**src/rtl/mos_pkg.sv**
```systemverilog
// ----------------------------------------------------------------------------
// mos_pkg
// shared constants, state codes and control structs of the median block
// ----------------------------------------------------------------------------
package mos_pkg;

	localparam int MAX_SAMPLES = 32;
	localparam int SAMPLE_W    = 10;
	localparam int CNT_W       = $clog2(MAX_SAMPLES + 1);
	localparam int IDX_W       = (MAX_SAMPLES > 1) ? $clog2(MAX_SAMPLES) : 1;

	typedef enum logic [1:0] {
		ST_IDLE,
		ST_RD_LO,
		ST_RD_HI,
		ST_DONE
	} mos_state_t;

	// controller to datapath
	typedef struct packed {
		logic ins;     // insert the accepted sample into the sorted row
		logic sel_hi;  // read address: upper middle entry
		logic ld_lo;   // capture lower middle entry
		logic ld_hi;   // capture upper middle entry
		logic ld_out;  // load result register, start a new set
	} mos_cmd_t;

	// datapath to controller
	typedef struct packed {
		logic out_free;  // result register can take a new value this cycle
	} mos_sts_t;

endpackage

```
**src/rtl/mos_if.sv**
```systemverilog
// ----------------------------------------------------------------------------
// mos_if
// valid/ready channels for samples in and medians out
// ----------------------------------------------------------------------------
interface mos_in_if;
	import mos_pkg::*;

	logic                valid;
	logic                ready;
	logic [SAMPLE_W-1:0] sample;
	logic                last;

	modport source (output valid, output sample, output last, input ready);
	modport sink (input valid, input sample, input last, output ready);
endinterface

interface mos_out_if;
	import mos_pkg::*;

	logic                valid;
	logic                ready;
	logic [SAMPLE_W-1:0] median;

	modport source (output valid, output median, input ready);
	modport sink (input valid, input median, output ready);
endinterface

```
**src/rtl/mos_ctrl.sv**
```systemverilog
// ----------------------------------------------------------------------------
// mos_ctrl
// sequencer: takes samples, then walks the two middle reads and the result load
// ----------------------------------------------------------------------------
module mos_ctrl (
	input  logic              clk,
	input  logic              arst_n,
	input  logic              in_valid,
	input  logic              in_last,
	output logic              in_ready,
	input  mos_pkg::mos_sts_t sts,
	output mos_pkg::mos_cmd_t cmd
);
	import mos_pkg::*;

	mos_state_t state_q;
	mos_state_t state_d;

	// state register
	always_ff @(posedge clk or negedge arst_n) begin
		if (!arst_n) begin
			state_q <= ST_IDLE;
		end else begin
			state_q <= state_d;
		end
	end

	// next state and commands
	always_comb begin
		state_d  = state_q;
		cmd      = '0;
		in_ready = 1'b0;
		unique case (state_q)
			ST_IDLE: begin
				in_ready = 1'b1;
				if (in_valid) begin
					cmd.ins = 1'b1;
					if (in_last) begin
						state_d = ST_RD_LO;
					end
				end
			end
			ST_RD_LO: begin
				cmd.ld_lo = 1'b1;
				state_d   = ST_RD_HI;
			end
			ST_RD_HI: begin
				cmd.sel_hi = 1'b1;
				cmd.ld_hi  = 1'b1;
				state_d    = ST_DONE;
			end
			ST_DONE: begin
				// wait until the previous median has left
				if (sts.out_free) begin
					cmd.ld_out = 1'b1;
					state_d    = ST_IDLE;
				end
			end
			default: begin
				state_d = ST_IDLE;
			end
		endcase
	end

endmodule

```
**src/rtl/mos_dp.sv**
```systemverilog
// ----------------------------------------------------------------------------
// mos_dp
// sorted insertion row, middle entry reads, averaging and result register
// ----------------------------------------------------------------------------
module mos_dp (
	input  logic                         clk,
	input  logic                         arst_n,
	input  logic [mos_pkg::SAMPLE_W-1:0] sample,
	input  mos_pkg::mos_cmd_t            cmd,
	output mos_pkg::mos_sts_t            sts,
	output logic                         out_valid,
	input  logic                         out_ready,
	output logic [mos_pkg::SAMPLE_W-1:0] median
);
	import mos_pkg::*;

	logic [SAMPLE_W-1:0] store_q [MAX_SAMPLES];
	logic [CNT_W-1:0]    cnt_q;
	logic [MAX_SAMPLES-1:0] gt;
	logic                full;
	logic                do_ins;
	logic [CNT_W-1:0]    cnt_m1;
	logic [IDX_W-1:0]    rd_idx;
	logic [SAMPLE_W-1:0] lo_q;
	logic [SAMPLE_W-1:0] hi_q;
	logic [SAMPLE_W:0]   sum;
	logic [SAMPLE_W-1:0] median_q;
	logic                out_vld_q;

	assign full   = (cnt_q == CNT_W'(MAX_SAMPLES));
	assign do_ins = cmd.ins && !full;

	// insertion row: each cell either holds, takes its left neighbor or takes the sample
	for (genvar i = 0; i < MAX_SAMPLES; i++) begin : g_cell
		assign gt[i] = (CNT_W'(i) >= cnt_q) || (store_q[i] > sample);

		if (i == 0) begin : g_head
			always_ff @(posedge clk) begin
				if (do_ins && gt[i]) begin
					store_q[i] <= sample;
				end
			end
		end else begin : g_body
			always_ff @(posedge clk) begin
				if (do_ins && (CNT_W'(i) <= cnt_q) && gt[i]) begin
					store_q[i] <= gt[i-1] ? store_q[i-1] : sample;
				end
			end
		end
	end

	// fill count of the current set
	always_ff @(posedge clk or negedge arst_n) begin
		if (!arst_n) begin
			cnt_q <= '0;
		end else if (cmd.ld_out) begin
			cnt_q <= '0;
		end else if (do_ins) begin
			cnt_q <= cnt_q + CNT_W'(1);
		end
	end

	// middle entries: lower at (n-1)/2, upper at n/2, same entry for odd n
	assign cnt_m1 = cnt_q - CNT_W'(1);
	assign rd_idx = cmd.sel_hi ? IDX_W'(cnt_q >> 1) : IDX_W'(cnt_m1 >> 1);

	always_ff @(posedge clk) begin
		if (cmd.ld_lo) begin
			lo_q <= store_q[rd_idx];
		end
		if (cmd.ld_hi) begin
			hi_q <= store_q[rd_idx];
		end
	end

	// truncated mean of the pair
	assign sum = {1'b0, lo_q} + {1'b0, hi_q};

	// result register
	always_ff @(posedge clk) begin
		if (cmd.ld_out) begin
			median_q <= sum[SAMPLE_W:1];
		end
	end

	always_ff @(posedge clk or negedge arst_n) begin
		if (!arst_n) begin
			out_vld_q <= 1'b0;
		end else if (cmd.ld_out) begin
			out_vld_q <= 1'b1;
		end else if (out_ready) begin
			out_vld_q <= 1'b0;
		end
	end

	assign sts.out_free = !out_vld_q || out_ready;
	assign out_valid    = out_vld_q;
	assign median       = median_q;

endmodule

```
**src/rtl/median_of_sample_set_core.sv**
```systemverilog
// ----------------------------------------------------------------------------
// median_of_sample_set_core
// median of a set of 10-bit samples, kept sorted by an insertion row
// ----------------------------------------------------------------------------
// samples: one 10-bit reading per transfer, last marks the end of the set.
// result: one median per set, given after the transfer that carries last.
// up to MAX_SAMPLES samples are kept; later samples of a full set are dropped,
// but their last flag still closes the set.
// a sample without last does not stall: the whole row shifts in parallel.
// a sample with last starts these steps in order: insert, read the lower middle
// entry, read the upper middle entry, load the result register. the two reads
// are separate steps since the row has a single read port.
// even counts give the truncated mean of the two middle values.
// the result register lets new samples be taken while a median waits. a set end
// stalls samples (ready low) for the reads and until a waiting median transfers.
// reset empties the set and drops any pending median; no clearing pass is run.
// ----------------------------------------------------------------------------
module median_of_sample_set_core (
	input  logic      clk,
	input  logic      arst_n,
	mos_in_if.sink    samples,
	mos_out_if.source result
);
	import mos_pkg::*;

	mos_cmd_t cmd;
	mos_sts_t sts;

	// control
	mos_ctrl u_ctrl (
		.clk      (clk),
		.arst_n   (arst_n),
		.in_valid (samples.valid),
		.in_last  (samples.last),
		.in_ready (samples.ready),
		.sts      (sts),
		.cmd      (cmd)
	);

	// sorted store and result
	mos_dp u_dp (
		.clk       (clk),
		.arst_n    (arst_n),
		.sample    (samples.sample),
		.cmd       (cmd),
		.sts       (sts),
		.out_valid (result.valid),
		.out_ready (result.ready),
		.median    (result.median)
	);

endmodule

```
**src/flat_wrapper.sv**
```systemverilog
// flat-port wrapper written by rule: the top's interface ports become plain ports
module median_of_sample_set_core_flat import mos_pkg::*;
  (clk, arst_n, samples_valid, samples_sample, samples_last, samples_ready, result_valid, result_median, result_ready);
  mos_in_if samples_i ();
  mos_out_if result_i ();
  input  logic clk;
  input  logic arst_n;
  input wire logic [$bits(samples_i.valid)-1:0] samples_valid;
  input wire logic [$bits(samples_i.sample)-1:0] samples_sample;
  input wire logic [$bits(samples_i.last)-1:0] samples_last;
  output wire logic [$bits(samples_i.ready)-1:0] samples_ready;
  output wire logic [$bits(result_i.valid)-1:0] result_valid;
  output wire logic [$bits(result_i.median)-1:0] result_median;
  input wire logic [$bits(result_i.ready)-1:0] result_ready;
  assign samples_i.valid = samples_valid;
  assign samples_i.sample = samples_sample;
  assign samples_i.last = samples_last;
  assign samples_ready = samples_i.ready;
  assign result_valid = result_i.valid;
  assign result_median = result_i.median;
  assign result_i.ready = result_ready;
  median_of_sample_set_core u_core (.clk(clk), .arst_n(arst_n), .samples(samples_i), .result(result_i));
endmodule
```
**config.mk**
```make
export PLATFORM = sky130hd
export DESIGN_NAME = median_of_sample_set_core_flat
export DESIGN_NICKNAME = d
export VERILOG_FILES = /design/src/rtl/mos_pkg.sv /design/src/rtl/mos_if.sv /design/src/rtl/mos_ctrl.sv /design/src/rtl/mos_dp.sv /design/src/rtl/median_of_sample_set_core.sv /design/src/flat_wrapper.sv
export SDC_FILE = /design/constraint.sdc
export NUM_CORES = 1
export LEC_CHECK = 0
export BUFFER_PORTS_ARGS = -buffer_cell sky130_fd_sc_hd__clkbuf_2
export CAP_MARGIN = 40
export CORE_UTILIZATION = 50
export CTS_BUF_LIST = sky130_fd_sc_hd__clkbuf_2
export DETAILED_ROUTE_END_ITERATION = 8
export GPL_ROUTABILITY_DRIVEN = 0
export HOLD_SLACK_MARGIN = 0.02
export PLACE_DENSITY = 0.7
export SYNTH_ARGS = -nofsm -noshare
export SYNTH_HDL_FRONTEND = slang
export SYNTH_HIERARCHICAL = 1
export SYNTH_SLANG_ARGS = --single-unit
```
**constraint.sdc**
```tcl
create_clock -name clk -period 3.5 [get_ports clk]
set_clock_uncertainty 0.1 [all_clocks]
set_input_delay 0.35 -clock clk [delete_from_list [all_inputs] [get_ports clk]]
set_output_delay 0.35 -clock clk [all_outputs]
set_load 0.02 [all_outputs]
```
# Word-level counts from Yosys, hierarchy flattened

Memory sizes are Yosys's and may differ from the RTL's.
Cells that the tools add are included.

Memories: 1
Input bits: 15
Logic and storage cells: 326
Flip-flop bits (word level): 39
Output and inout port bits: 12
Memory bits (writable): 320

Memory list:

| name                | depth | width | rd ports | clocked after Yosys merged registers in | write ports | RTL line     | text |
|---|---|---|---|---|---|---|---|
| u_core.u_dp.store_q | 32    | 10    | 33       | 0                                       | 32          | mos_dp.sv:17 | `logic [SAMPLE_W-1:0] store_q [MAX_SAMPLES];` |

Multiplexer cells: 111
Reductions and logical operators: 103
Add/sub/neg operators: 3
Order comparisons: 95
Equality and inequality tests: 7

Operator list:

| kind                                                                 | number |
|---|---|
| 10-bit > comparator                                                  | 32 |
| 10-bit two-way mux                                                   | 31 |
| 5-bit by 6-bit >= comparator with 1-bit output, first input constant | 16 |
| 5-bit by 6-bit <= comparator with 1-bit output, first input constant | 16 |
| 1-bit two-way mux                                                    | 73 |
| 1-bit logical AND                                                    | 64 |
| 4-bit by 6-bit >= comparator with 1-bit output, first input constant | 8 |
| 4-bit by 6-bit <= comparator with 1-bit output, first input constant | 8 |
| 1-bit logical OR                                                     | 33 |
| 3-bit by 6-bit >= comparator with 1-bit output, first input constant | 4 |
| 3-bit by 6-bit <= comparator with 1-bit output, first input constant | 4 |
| 1-bit by 6-bit >= comparator with 1-bit output, first input constant | 2 |
| 2-bit by 6-bit >= comparator with 1-bit output, first input constant | 2 |
| 2-bit by 6-bit <= comparator with 1-bit output, first input constant | 2 |
| 6-bit two-way mux                                                    | 2 |
| 10-bit by 10-bit adder with 11-bit output                            | 1 |
| 2-bit one-hot mux with 4 select lines                                | 1 |
| 6-bit by 1-bit adder with 6-bit output, second input constant        | 1 |
| 6-bit == test, second input constant                                 | 1 |
| 1-bit by 6-bit <= comparator with 1-bit output, first input constant | 1 |
| 2-bit two-way mux                                                    | 3 |
| 6-bit by 1-bit subtractor with 6-bit output, second input constant   | 1 |
| 5-bit two-way mux                                                    | 1 |
| 2-bit == test, second input constant                                 | 2 |
| 7 further kinds                                                      | 10 |

# Depth between registers and ports, before layout

Gate-level depths: netlist (run 1).

Word-level depth: 7
Mapped depth: 10
Mapped depth without buffers: 8

# By module

The synthesis (run 1) kept the hierarchy.

By module, submodules not included:

| module   | area an instance (µm²) | sequential area each (µm²) | instances | cells an instance |
|---|---|---|---|---|
| mos_dp   | 25,418.1               | 10,685.2                   | 1         | 1,989 |
| mos_ctrl | 192.7                  | 50.0                       | 1         | 20 |

# Worst setup path after synthesis (run 1)

OpenSTA, ideal clock, no wires.

Path kind: input to register
Start: input samples_sample[9]
End: memory u_core.u_dp.store_q[14][0], enable pin
Stages on the path: 10
Required time: 3,007 ps
Path slack: -18 ps
Library setup time: 393 ps
Buffers on the path: 2
Data arrival time: 3,025 ps
Cells stage by stage: clkbuf_1 -> inv_1 -> ha_1 -> nand4_1 -> nor3_1 -> o21ai_0 -> nand4b_1 -> a21oi_1 -> buf_2 -> a211oi_1

RTL lines:

| item            | RTL line          | text |
|---|---|---|
| start, declared | flat_wrapper.sv:9 | `input wire logic [$bits(samples_i.sample)-1:0] samples_sample;` |
| end, declared   | mos_dp.sv:17      |  |

==> impl_results.md, run 1 <==
- Post-synthesis sequential area ratio: 0.419
- Global Route Usage Sum: 0.301
- Critical-path cell list: inv_1 -> ha_1 -> buf_4 -> nor4_2 -> nand2_1 -> xnor2_1 -> nand2_1 -> o22ai_1 -> nor4_2
- Mapped Area: 25600 um^2
- Top-count cell post-synth: edfxtp_1
- Fin. max-slew vios: 0
- Starting Density: 0.508
- Actual slew at the worst max-slew pin: 0.896 ns
- Drt pass-1 iters: 6
- First-pass GRT wire length: 118000 um
- Drt total wl: 78600 um
- Die H: 228 um
- Post-CTS setup repair buffer count: 0
- Total CTS buffers: 97
- Top post-synthesis cells by area: edfxtp_1 41%, ha_1 17%, mux2_1 10%, mux4_2 7.0%, mux2_2 2.9%
- Core ar.: 50400 um^2
- Synth Area per Inst: 12.7 um^2
- PwrDens: 544 nW/um^2
- Vias in the first global route: 19560
- Clock Latency Late Sink: 1.15 ns
- Drt wl/cell: 26.7 um
- Global route total overflow: 0
- Vias after detailed routing: 19253
- WS Path Type: register to register
- Grt met3 use: 0.0706
- TritonCTS clock tree: done
- Mapped Cells: 2009
- Status: finished, final reports clean
- Ys flop type: edfxtp_1
- Max-cap violations: 0
- Startpoint types: register
- R2R Path Start: u_core/u_ctrl/state_q[0]
- Finished Core Util: 0.561
- Post-synth top area share: 0.410
- Setup TNS: 0 ns
- Share of layout cells above drive strength 1: 0.226
- Yosys Warn Count: 6
- # clock sinks: 359
- Fill cell count: 4193
- GRT busiest layer: met2
- RSZ-0062 raised after global routing: false
- # DRC: 0
- CTS Hold Buffers Added: 19
- Finished Layout Cells: 2941
- I/O pin count: 27
- Clock slew at reported path FFs: 0.10 ns
- Crit Reg-Reg Endpoint: u_core/u_dp/hi_q[7]
- Synth Net Count: 2363
- Worst vdd ir: 0.000409 V
- Top achievable clock speed: 297 MHz
- Die Width: 228 um
- R2R Setup Slk: 0.13 ns
- H-tree depth: 3
- Relative slew slack: 0.400
- Synthesized flop and latch total: 359
- Drt initial violations: 1964
- CP Data Required Time: 4.24 ns
- Antenna-violating nets left: 0
- Placement Rows: 82
- GR Util met2: 0.480
- Crit path time final: 3.37 ns
- Pin count of the biggest net entering global routing: 41
- Post-synth ARST share: 0.0251
- Crit Path Max Fanout: 10
- Commonest cells post-synth: 350 x edfxtp_1, 338 x ha_1, 236 x mux2_1
- Avg Vias per Cell: 6.55
- Dpl cells: 2754
- Cell leakage power: 11.0 nW
- Worst Hold Class: input port to async pin
- Crit share post-route: 0.964
- Final setup viols: 0
- Max Root-Sink Buffers: 3
- Initial antenna violation count: 3
- Area grow syn2layout: 10.4%
- Resize count post-CTS: 0
- R2r worst-path depth: 9
- Worst path max stage delay: 0.62 ns
- CP endpoint kind: register
- Dpl hpwl: 56200 um
- Largest area contributor in the netlist: edfxtp_1
- EDFF count, synth: 350
- CP max stage cell: nor4_2
- Port-buffer cells: 26
- Die ar.: 52100 um^2
- Root Driver: clkbuf_2
- Final Hold Viols: 0
- Final net count: 2554
- Routing usage on met1: 0.386
- Arrival @ worst endpoint: 4.11 ns
- Cell variety after synth: 70
-- cell type report --
type                       count  area, um^2  area share
tap                          672         841      0.0297
sequential                   359       10700       0.380
inverter                      69         259     0.00916
antenna                        3        7.51    0.000265
multi-input combinational   1495       14200       0.501
timing repair buffer         178        1430      0.0505
clock inverter                20         108     0.00380
clock buffer                 145         726      0.0257
-- metrics by stage --
stage               total power [mW]  area [um^2]  hold slack (ns)  setup slack (ns)
floorplan                       9.94        25600          -0.0456            0.0118
global placement                12.1        27200            0.180             0.371
detailed placement              12.3        27300            0.173             0.303
CTS                             15.3        28300            0.144             0.261
global route                    15.9        28300            0.193           0.00671
finish                          15.4        28300            0.244             0.128
-- cell families (layout without fill, tap and decap cells) --
family                   count (synthesis)  after routing  share of synthesized area
AO/OA/AOI/OAI                          362            362                     0.0871
adder cells (fa/ha/maj)                339            339                      0.166
XOR/XNOR                                17             17                    0.00713
other                                    0              3                          0
buffers and inverters                  155            412                     0.0278
AND/OR/NAND/NOR                        385            385                     0.0839
multiplexers                           392            392                      0.209
flip-flops                             359            359                      0.419
-- layout by cell type (no fill, tap or decap), types with 11 or more instances in the layout --
master / netlist / final
a211oi_1: 13 / 12
a21o_1: 48 / 48
a21oi_1: 122 / 122
and2_1: 11 / 11
buf_4: 9 / 123
clkbuf_2: 0 / 170
clkinv_1: 0 / 17
dlygate4sd3_1: 0 / 19
edfxtp_1: 350 / 350
ha_1: 338 / 338
inv_1: 68 / 59
mux2_1: 236 / 236
mux2_2: 66 / 65
mux2_4: 10 / 11
mux4_2: 80 / 80
nand2_1: 82 / 82
nand2b_1: 23 / 23
nand3_1: 43 / 43
nand4_1: 42 / 42
nand4b_1: 16 / 16
nor2_1: 52 / 52
nor2b_1: 44 / 44
nor3_1: 29 / 28
nor4_2: 11 / 11
o21ai_0: 50 / 50
o21ai_1: 30 / 29
o22ai_1: 41 / 41
-- routing by layer --
metal / wire (um) / up-vias / part of all wire
met5: 0 / - / 0
met1: 30900 / 9607 / 0.39
met3: 7560 / 235 / 0.096
li1: - / 8361 / -
met2: 36400 / 1050 / 0.46
met4: 3700 / 0 / 0.047
-- report_power, final --
group	switching [mW]	total, mW	internal (mW)
clock network	1.88	2.99	1.10
registers	0.147	5.36	5.21
logic	4.05	7.03	2.98
total	6.08	15.4	9.29
-- flip-flops by register name (all words and copies together), names as in the netlist --
register	cells
u_core/u_ctrl/state_q	2
u_core/u_dp/cnt_q	6
u_core/u_dp/hi_q	10
u_core/u_dp/lo_q	10
u_core/u_dp/median	10
u_core/u_dp/out_valid	1
u_core/u_dp/store_q	320
-- worst max-delay path, delay by kind of cell (launching register included) --
kind / cells / cell delay [ns]
AND/OR/NAND/NOR: 4 / 1.43
XOR/XNOR: 1 / 0.21
flip-flops: 1 / 0.43
buffers and inverters: 2 / 0.31
AO/OA/AOI/OAI: 1 / 0.26
adder cells (fa/ha/maj): 1 / 0.34
-- worst max path at each step --
stage	from	end	slack (ns)	cells after the start
3_3_place_gp	samples_sample[3]	u_core/u_dp/store_q[30][6]	0.37	10
2_1_floorplan	samples_sample[9]	u_core/u_dp/store_q[8][0]	0.01	10
5_1_grt	u_core/u_ctrl/state_q[0]	u_core/u_dp/hi_q[7]	0.007	9
3_5_place_dp	samples_sample[3]	u_core/u_dp/store_q[30][6]	0.30	10
4_1_cts	u_core/u_ctrl/state_q[0]	u_core/u_dp/hi_q[7]	0.26	9
6_report	u_core/u_ctrl/state_q[0]	u_core/u_dp/hi_q[7]	0.13	9
Power figures use the tool's default switching activity.
==> run 2: changes to the inputs <==
- PLACE_DENSITY: 0.7 -> 0.65
==> run 2 against run 1 <==
Net effect: final area is 0.12% higher; non-clock buffer count fell by 7; largest cell class unchanged; sequential power barely moved; critical path depth decreased by 1; global-route usage is 0.91 points higher.
==> impl_results.md, run 2 (synthesized netlist as in run 1, its figures left out) <==
- First-pass GRT wire length: 120000 um (was 118000 um)
- Die H: 228 um (unchanged)
- Buf/Inv on CP: 2 (unchanged)
- Final net count: 2549 (was 2554)
- I/O pin count: 27 (unchanged)
- Crit Reg-Reg Endpoint: u_core/u_dp/hi_q[2] (was u_core/u_dp/hi_q[7])
- Post-CTS setup repair buffer count: 0 (unchanged)
- Die Width: 228 um (unchanged)
- Initial antenna violation count: 7 (was 3)
- Max reg flops: 320 (unchanged)
- Clock Latency Late Sink: 1.18 ns (was 1.15 ns)
- Global Route Usage Sum: 0.310 (was 0.301)
- # clock sinks: 359 (unchanged)
- CP Data Required Time: 4.26 ns (was 4.24 ns)
- Sw power: 5.97 mW (was 6.08 mW)
- Drt initial violations: 1731 (was 1964)
- Cell depth of the worst setup path: 8 (was 9)
- Vias after detailed routing: 19191 (was 19253)
- TritonCTS clock tree: done (unchanged)
- WL met1: 32800 um (was 30900 um)
- Switching share of power: 0.392 (was 0.396)
- Placement Rows: 82 (unchanged)
- WS Path Type: register to register (unchanged)
- Starting Density: 0.508 (unchanged)
- Drt wl/cell: 27.5 um (was 26.7 um)
- R2R Path Start: u_core/u_ctrl/state_q[0] (unchanged)
- R2R Setup Slk: 0.05 ns (was 0.13 ns)
- Total CTS buffers: 99 (was 97)
- Total chip power: 15.2 mW (was 15.4 mW)
- Area grow syn2layout: 10.6% (was 10.4%)
- Fin. max-slew vios: 0 (unchanged)
- Top achievable clock speed: 290 MHz (was 297 MHz)
- Clock Power Share: 0.196 (was 0.194)
- Actual slew at the worst max-slew pin: 0.920 ns (was 0.896 ns)
- Antenna-violating nets left: 0 (unchanged)
- Crit path time final: 3.45 ns (was 3.37 ns)
- Crit share post-route: 0.986 (was 0.964)
- Root Driver: clkbuf_2 (unchanged)
- H-tree depth: 3 (unchanged)
- Detail Route met3 WL: 7410 um (was 7560 um)
- Critical Path Most Common Cell: nor4_2
- Reg power frac: 0.353 (was 0.348)
- Setup TNS: 0 ns (unchanged)
- Core ar.: 50400 um^2 (unchanged)
- Startpoint types: register (unchanged)
- # DRC: 0 (unchanged)
- Final Hold Viols: 0 (unchanged)
- Port-buffer cells: 26 (unchanged)
- Status: finished, final reports clean (unchanged)
- Drt pass-1 iters: 5 (was 6)
- Cell leakage power: 11.0 nW (about the same)
- Metal2 WL: 36900 um (was 36400 um)
- PwrDens: 538 nW/um^2 (was 544 nW/um^2)
- Pin count of the biggest net entering global routing: 45 (was 41)
- Critical-path cell list: inv_1 -> ha_1 -> buf_4 -> nor4_2 -> xnor2_1 -> nand3_1 -> o22ai_1 -> nor4_2 (was inv_1 -> ha_1 -> buf_4 -> nor4_2 -> nand2_1 -> xnor2_1 -> nand2_1 -> o22ai_1 -> nor4_2)
- Commonest non-fill, non-tap cell in the layout: edfxtp_1 (unchanged)
- Share of layout cells above drive strength 1: 0.226 (about the same)
- Avg Vias per Cell: 6.51 (was 6.55)
- Global route total overflow: 0 (unchanged)
- Combinational share of power: 0.451 (was 0.457)
- Highest Signal Layer: met4 (unchanged)
- Worst hold slack: 0.220 ns (was 0.244 ns)
- Worst vdd ir: 0.000346 V (was 0.000409 V)
- Drt total wl: 81100 um (was 78600 um)
- Largest Register: u_core/u_dp/store_q (unchanged)
- Final setup viols: 0 (unchanged)
- Relative slew slack: 0.385 (was 0.400)
- Internal: 9.26 mW (was 9.29 mW)
- R2r worst-path depth: 8 (was 9)
- Die ar.: 52100 um^2 (unchanged)
- Leading cell types in the layout, fill and taps excluded: 350 x edfxtp_1, 338 x ha_1, 236 x mux2_1, 169 x clkbuf_2, 122 x a21oi_1 (was 350 x edfxtp_1, 338 x ha_1, 236 x mux2_1, 170 x clkbuf_2, 123 x buf_4)
- Clock slew at reported path FFs: 0.10 ns (about the same)
- RSZ-0062 raised after global routing: false (unchanged)
- Arrival @ worst endpoint: 4.21 ns (was 4.11 ns)
- Worst Hold Class: input port to async pin (unchanged)
- Cell family with the largest share of critical-path delay: compound AO/OA/AOI/OAI gates (was simple AND/OR/NAND/NOR gates)
- CP endpoint kind: register (unchanged)
- Worst path max stage delay: 0.79 ns (was 0.62 ns)
- Dpl hpwl: 58900 um (was 56200 um)
- Max-cap violations: 0 (unchanged)
- Max Root-Sink Buffers: 3 (unchanged)
- Vias in the first global route: 19585 (was 19560)
- CP max stage cell: o22ai_1 (was nor4_2)
- Crit Path Max Fanout: 10 (unchanged)
-- run 2: worst max-delay path by stage --
stage	from	endpoint	slack (ns)
2_1_floorplan	samples_sample[9]	u_core/u_dp/store_q[8][0]	0.01
3_3_place_gp	u_core/u_ctrl/state_q[0]	u_core/u_dp/hi_q[7]	0.23
3_5_place_dp	u_core/u_ctrl/state_q[0]	u_core/u_dp/hi_q[7]	0.21
4_1_cts	u_core/u_ctrl/state_q[0]	u_core/u_dp/lo_q[7]	0.21
5_1_grt	u_core/u_ctrl/state_q[0]	u_core/u_dp/hi_q[2]	0.07
6_report	u_core/u_ctrl/state_q[0]	u_core/u_dp/hi_q[2]	0.05
-- run 2: what timing repair did --
action	CTS	global route
hold buffers	19	0
endpoints found under the setup margin	0	4
hold endpoints to repair	400	0
gates resized for setup	0	4
-- run 2: cell type report --
cell class                 instances  area (um^2)
clock inverter                    28          118
tap                              672          841
antenna                            8         20.0
clock buffer                     144          721
fill                            4225        22100
inverter                          69          259
timing repair buffer             171         1400
multi-input combinational       1495        14200
sequential                       359        10700
-- run 2: per-layer routing --
| layer | vias to the layer above | global-route usage |
|---|---|---|
| li1 | 8378 | - |
| met1 | 9591 | 0.400 |
| met2 | 991 | 0.489 |
| met3 | 231 | 0.0691 |
| met4 | 0 | 0.162 |
| met5 | - | 0 |
-- run 2: power groups by stage --
stage | sequential [mW] | clock [mW] | combinational [mW]
floorplan | 5.49 | 0 | 4.45
CTS | 5.38 | 3.07 | 6.68
finish | 5.38 | 2.98 | 6.87
global route | 5.40 | 3.24 | 7.13
detailed placement | 5.48 | 0 | 6.64
global placement | 5.47 | 0 | 6.49
-- run 2: metrics by stage --
stage	instance area [um^2]	instances	setup slack, ns	utilization
after floorplan	25600	2009	0.0118	-
after global placement	27200	2737	0.232	0.539
final	28300	2946	0.0499	0.562
after detailed placement	27200	2747	0.208	0.541
after CTS	28300	2938	0.212	0.561
after global routing	28300	2944	0.0654	0.562
-- run 2: tightest hold or removal path, delay by kind of cell --
kind	cells	cell delay, ns
buffers and inverters	3	1.60
==> run 3: changes to the inputs <==
- GPL_TIMING_DRIVEN: not set -> 1
- RECOVER_POWER: not set -> 25
==> run 3 against run 2 <==
Net effect: the run now ends with max-capacitance violations, max-slew violations left; setup slack better by 0.033 ns; sequential share of layout area grew 0.19 points; hold slack better by 0.038 ns; clock-buffer cell count stayed put; power fell by 0.46%; combinational power decreased by 1%; sequential power about the same; maximum frequency rose by 0.96%; critical path depth is the same; register-to-register slack better by 0.03 ns; sequential cell count unchanged; routed wire length up 0.28%; largest power group unchanged.
==> impl_results.md, run 3 (synthesized netlist as in run 1, its figures left out) <==
- Status: finished, violations left (was finished, final reports clean)
- Failing checks: max-capacitance violations, max-slew violations
- Switching share of power: 0.393 (was 0.392)
- I/O pin count: 27 (unchanged)
- R2R Setup Slk: 0.08 ns (was 0.05 ns)
- Max-cap violations: 9 (was 0)
- Clock Latency Late Sink: 1.19 ns (was 1.18 ns)
- Final net count: 2549 (unchanged)
- Antenna-violating nets left: 0 (unchanged)
- Die Width: 228 um (unchanged)
- Worst vdd ir: 0.000347 V (was 0.000346 V)
- Max reg flops: 320 (unchanged)
- Buf/Inv on CP: 2 (unchanged)
- Avg Vias per Cell: 6.51 (about the same)
- Area of the multi-input gates: 14200 um^2 (about the same)
- Worst Hold Class: input port to async pin (unchanged)
- Commonest non-fill, non-tap cell in the layout: edfxtp_1 (unchanged)
- Drt pass-1 iters: 5 (unchanged)
- CP max stage cell: o22ai_1 (unchanged)
- # DRC: 0 (unchanged)
- Crit Path Max Fanout: 10 (unchanged)
- Die H: 228 um (unchanged)
- Final Hold Viols: 0 (unchanged)
- Critical Path Most Common Cell: nor4_2 (unchanged)
- Global Route Usage Sum: 0.310 (unchanged)
- Cell leakage power: 10.9 nW (was 11.0 nW)
- Vias in the first global route: 19585 (unchanged)
- RSZ-0062 raised after global routing: false (unchanged)
- Area grow syn2layout: 10.0% (was 10.6%)
- R2r worst-path depth: 8 (unchanged)
- Post-CTS setup repair buffer count: 0 (unchanged)
- PwrDens: 538 nW/um^2 (about the same)
- Port-buffer cells: 26 (unchanged)
- Initial antenna violation count: 7 (unchanged)
- Vias after detailed routing: 19176 (was 19191)
- Leading cell types in the layout, fill and taps excluded: 350 x edfxtp_1, 338 x ha_1, 236 x mux2_1, 158 x clkbuf_2, 122 x a21oi_1 (was 350 x edfxtp_1, 338 x ha_1, 236 x mux2_1, 169 x clkbuf_2, 122 x a21oi_1)
- Dpl hpwl: 58900 um (unchanged)
- Die ar.: 52100 um^2 (unchanged)
- Startpoint types: register (unchanged)
- Top achievable clock speed: 293 MHz (was 290 MHz)
- Root Driver: clkbuf_2 (unchanged)
- Reg power frac: 0.355 (was 0.353)
- Drt total wl: 81300 um (was 81100 um)
- Dpl cells: 2747 (unchanged)
- CP Data Required Time: 4.25 ns (was 4.26 ns)
- Global route total overflow: 0 (unchanged)
- Final setup viols: 0 (unchanged)
- Sw power: 5.95 mW (was 5.97 mW)
- TritonCTS clock tree: done (unchanged)
- Drt wl/cell: 27.6 um (was 27.5 um)
- Setup TNS: 0 ns (unchanged)
- Total CTS buffers: 99 (unchanged)
- Min setup slack post-route: 0.0826 ns (was 0.0499 ns)
- Worst path max stage delay: 0.79 ns (about the same)
- Relative slew slack: -0.835 (was 0.385)
- Max Root-Sink Buffers: 3 (unchanged)
- CP endpoint kind: register (unchanged)
- Finished Layout Cells: 2945 (was 2946)
- Starting Density: 0.508 (unchanged)
- Largest Register: u_core/u_dp/store_q (unchanged)
- Crit path time final: 3.42 ns (was 3.45 ns)
- Core ar.: 50400 um^2 (unchanged)
- First-pass GRT wire length: 120000 um (unchanged)
- Crit share post-route: 0.976 (was 0.986)
- Placement Rows: 82 (unchanged)
- Fin. max-slew vios: 297 (was 0)
- H-tree depth: 3 (unchanged)
- Clock slew at reported path FFs: 0.12 ns (was 0.10 ns)
- Clock Power Share: 0.197 (was 0.196)
- WS Path Type: register to register (unchanged)
- R2R Path Start: u_core/u_ctrl/state_q[0] (unchanged)
- Pin count of the biggest net entering global routing: 45 (unchanged)
- Fill cell count: 4265 (was 4225)
- Reg area: 10700 um^2 (unchanged)
- Critical-path cell list: inv_1 -> ha_1 -> buf_4 -> nor4_2 -> xnor2_1 -> nand3_1 -> o22ai_1 -> nor4_2 (unchanged)
- Share of layout cells above drive strength 1: 0.207 (was 0.226)
- Worst slack, placed: 0.208 ns (unchanged)
- Combinational share of power: 0.448 (was 0.451)
- Cell family with the largest share of critical-path delay: compound AO/OA/AOI/OAI gates (unchanged)
- Crit Reg-Reg Endpoint: u_core/u_dp/hi_q[2] (unchanged)
- Internal: 9.20 mW (was 9.26 mW)
- Arrival @ worst endpoint: 4.17 ns (was 4.21 ns)
- Actual slew at the worst max-slew pin: 2.75 ns (was 0.920 ns)
- Drt initial violations: 1876 (was 1731)
- # clock sinks: 359 (unchanged)
-- run 3: cell types whose count changed in the layout (fill, tap and decap cells not counted), moves of 3 or more --
cell / delta
a21boi_1: -4
buf_4: -27
clkbuf_1: +40
and2_1: -3
a21boi_0: +4
o21ai_1: -3
o21ai_0: +4
clkbuf_2: -11
and2_0: +3
-- run 3: power by group through the flow --
stage / Combinational [mW] / Clock, mW / Sequential, mW
after floorplan: 4.45 / 0 / 5.49
final: 6.79 / 2.98 / 5.38
after detailed placement: 6.64 / 0 / 5.48
after global placement: 6.49 / 0 / 5.47
after global routing: 7.06 / 3.24 / 5.41
after CTS: 6.68 / 3.07 / 5.38
-- run 3: worst register-to-register path, delay by kind of cell (launching register included) --
kind                       cells  cell delay [ns]
AOI/OAI and AO/OA              1             0.80
xor gates and xnor gates       1             0.45
adders and majority gates      1             0.30
buffers and inverters          2             0.34
DFF                            1             0.43
and+or+nand+nor                3             0.72
-- run 3: final cells by class --
type,instances,area share
diodes,7,0.000622
clock buffers,144,0.0256
clock inverters,28,0.00417
inverters,69,0.00919
multi-input cells,1495,0.504
flip-flops and latches,359,0.381
well taps,672,0.0298
repair buffers,171,0.0454
-- run 3: worst max-delay path by stage --
| stage | startpoint | endpoint | slack, ns | depth (start not counted) |
|---|---|---|---|---|
| floorplan | samples_sample[9] | u_core/u_dp/store_q[8][0] | 0.01 | 10 |
| global placement | u_core/u_ctrl/state_q[0] | u_core/u_dp/hi_q[7] | 0.23 | 9 |
| detailed placement | u_core/u_ctrl/state_q[0] | u_core/u_dp/hi_q[7] | 0.21 | 9 |
| CTS | u_core/u_ctrl/state_q[0] | u_core/u_dp/lo_q[7] | 0.21 | 9 |
| global route | u_core/u_ctrl/state_q[0] | u_core/u_dp/hi_q[2] | 0.07 | 8 |
| finish | u_core/u_ctrl/state_q[0] | u_core/u_dp/hi_q[2] | 0.08 | 8 |
-- run 3: metal layers --
layer / track usage / up-vias / wire, um
met4: 0.162 / 2 / 4140
met2: 0.489 / 996 / 36800
met5: 0 / - / 18
li1: - / 8366 / -
met3: 0.0691 / 248 / 7590
met1: 0.400 / 9564 / 32800
-- run 3: repair_timing --
action	4_1_cts	5_1_grt
setup endpoints to repair	0	4
endpoints found under the hold margin	400	0
hold buffers	19	0
gates resized for setup	0	4
-- run 3: metrics by stage --
| stage | instance area (um^2) | utilization | power (mW) | hold WS [ns] |
|---|---|---|---|---|
| 4_1_cts | 28300 | 0.561 | 15.1 | 0.101 |
| 6_report | 28200 | 0.559 | 15.2 | 0.258 |
| 5_1_grt | 28200 | 0.559 | 15.7 | 0.225 |
| 3_3_place_gp | 27200 | 0.539 | 12.0 | 0.157 |
| 3_5_place_dp | 27200 | 0.541 | 12.1 | 0.160 |
| 2_1_floorplan | 25600 | - | 9.94 | -0.0456 |
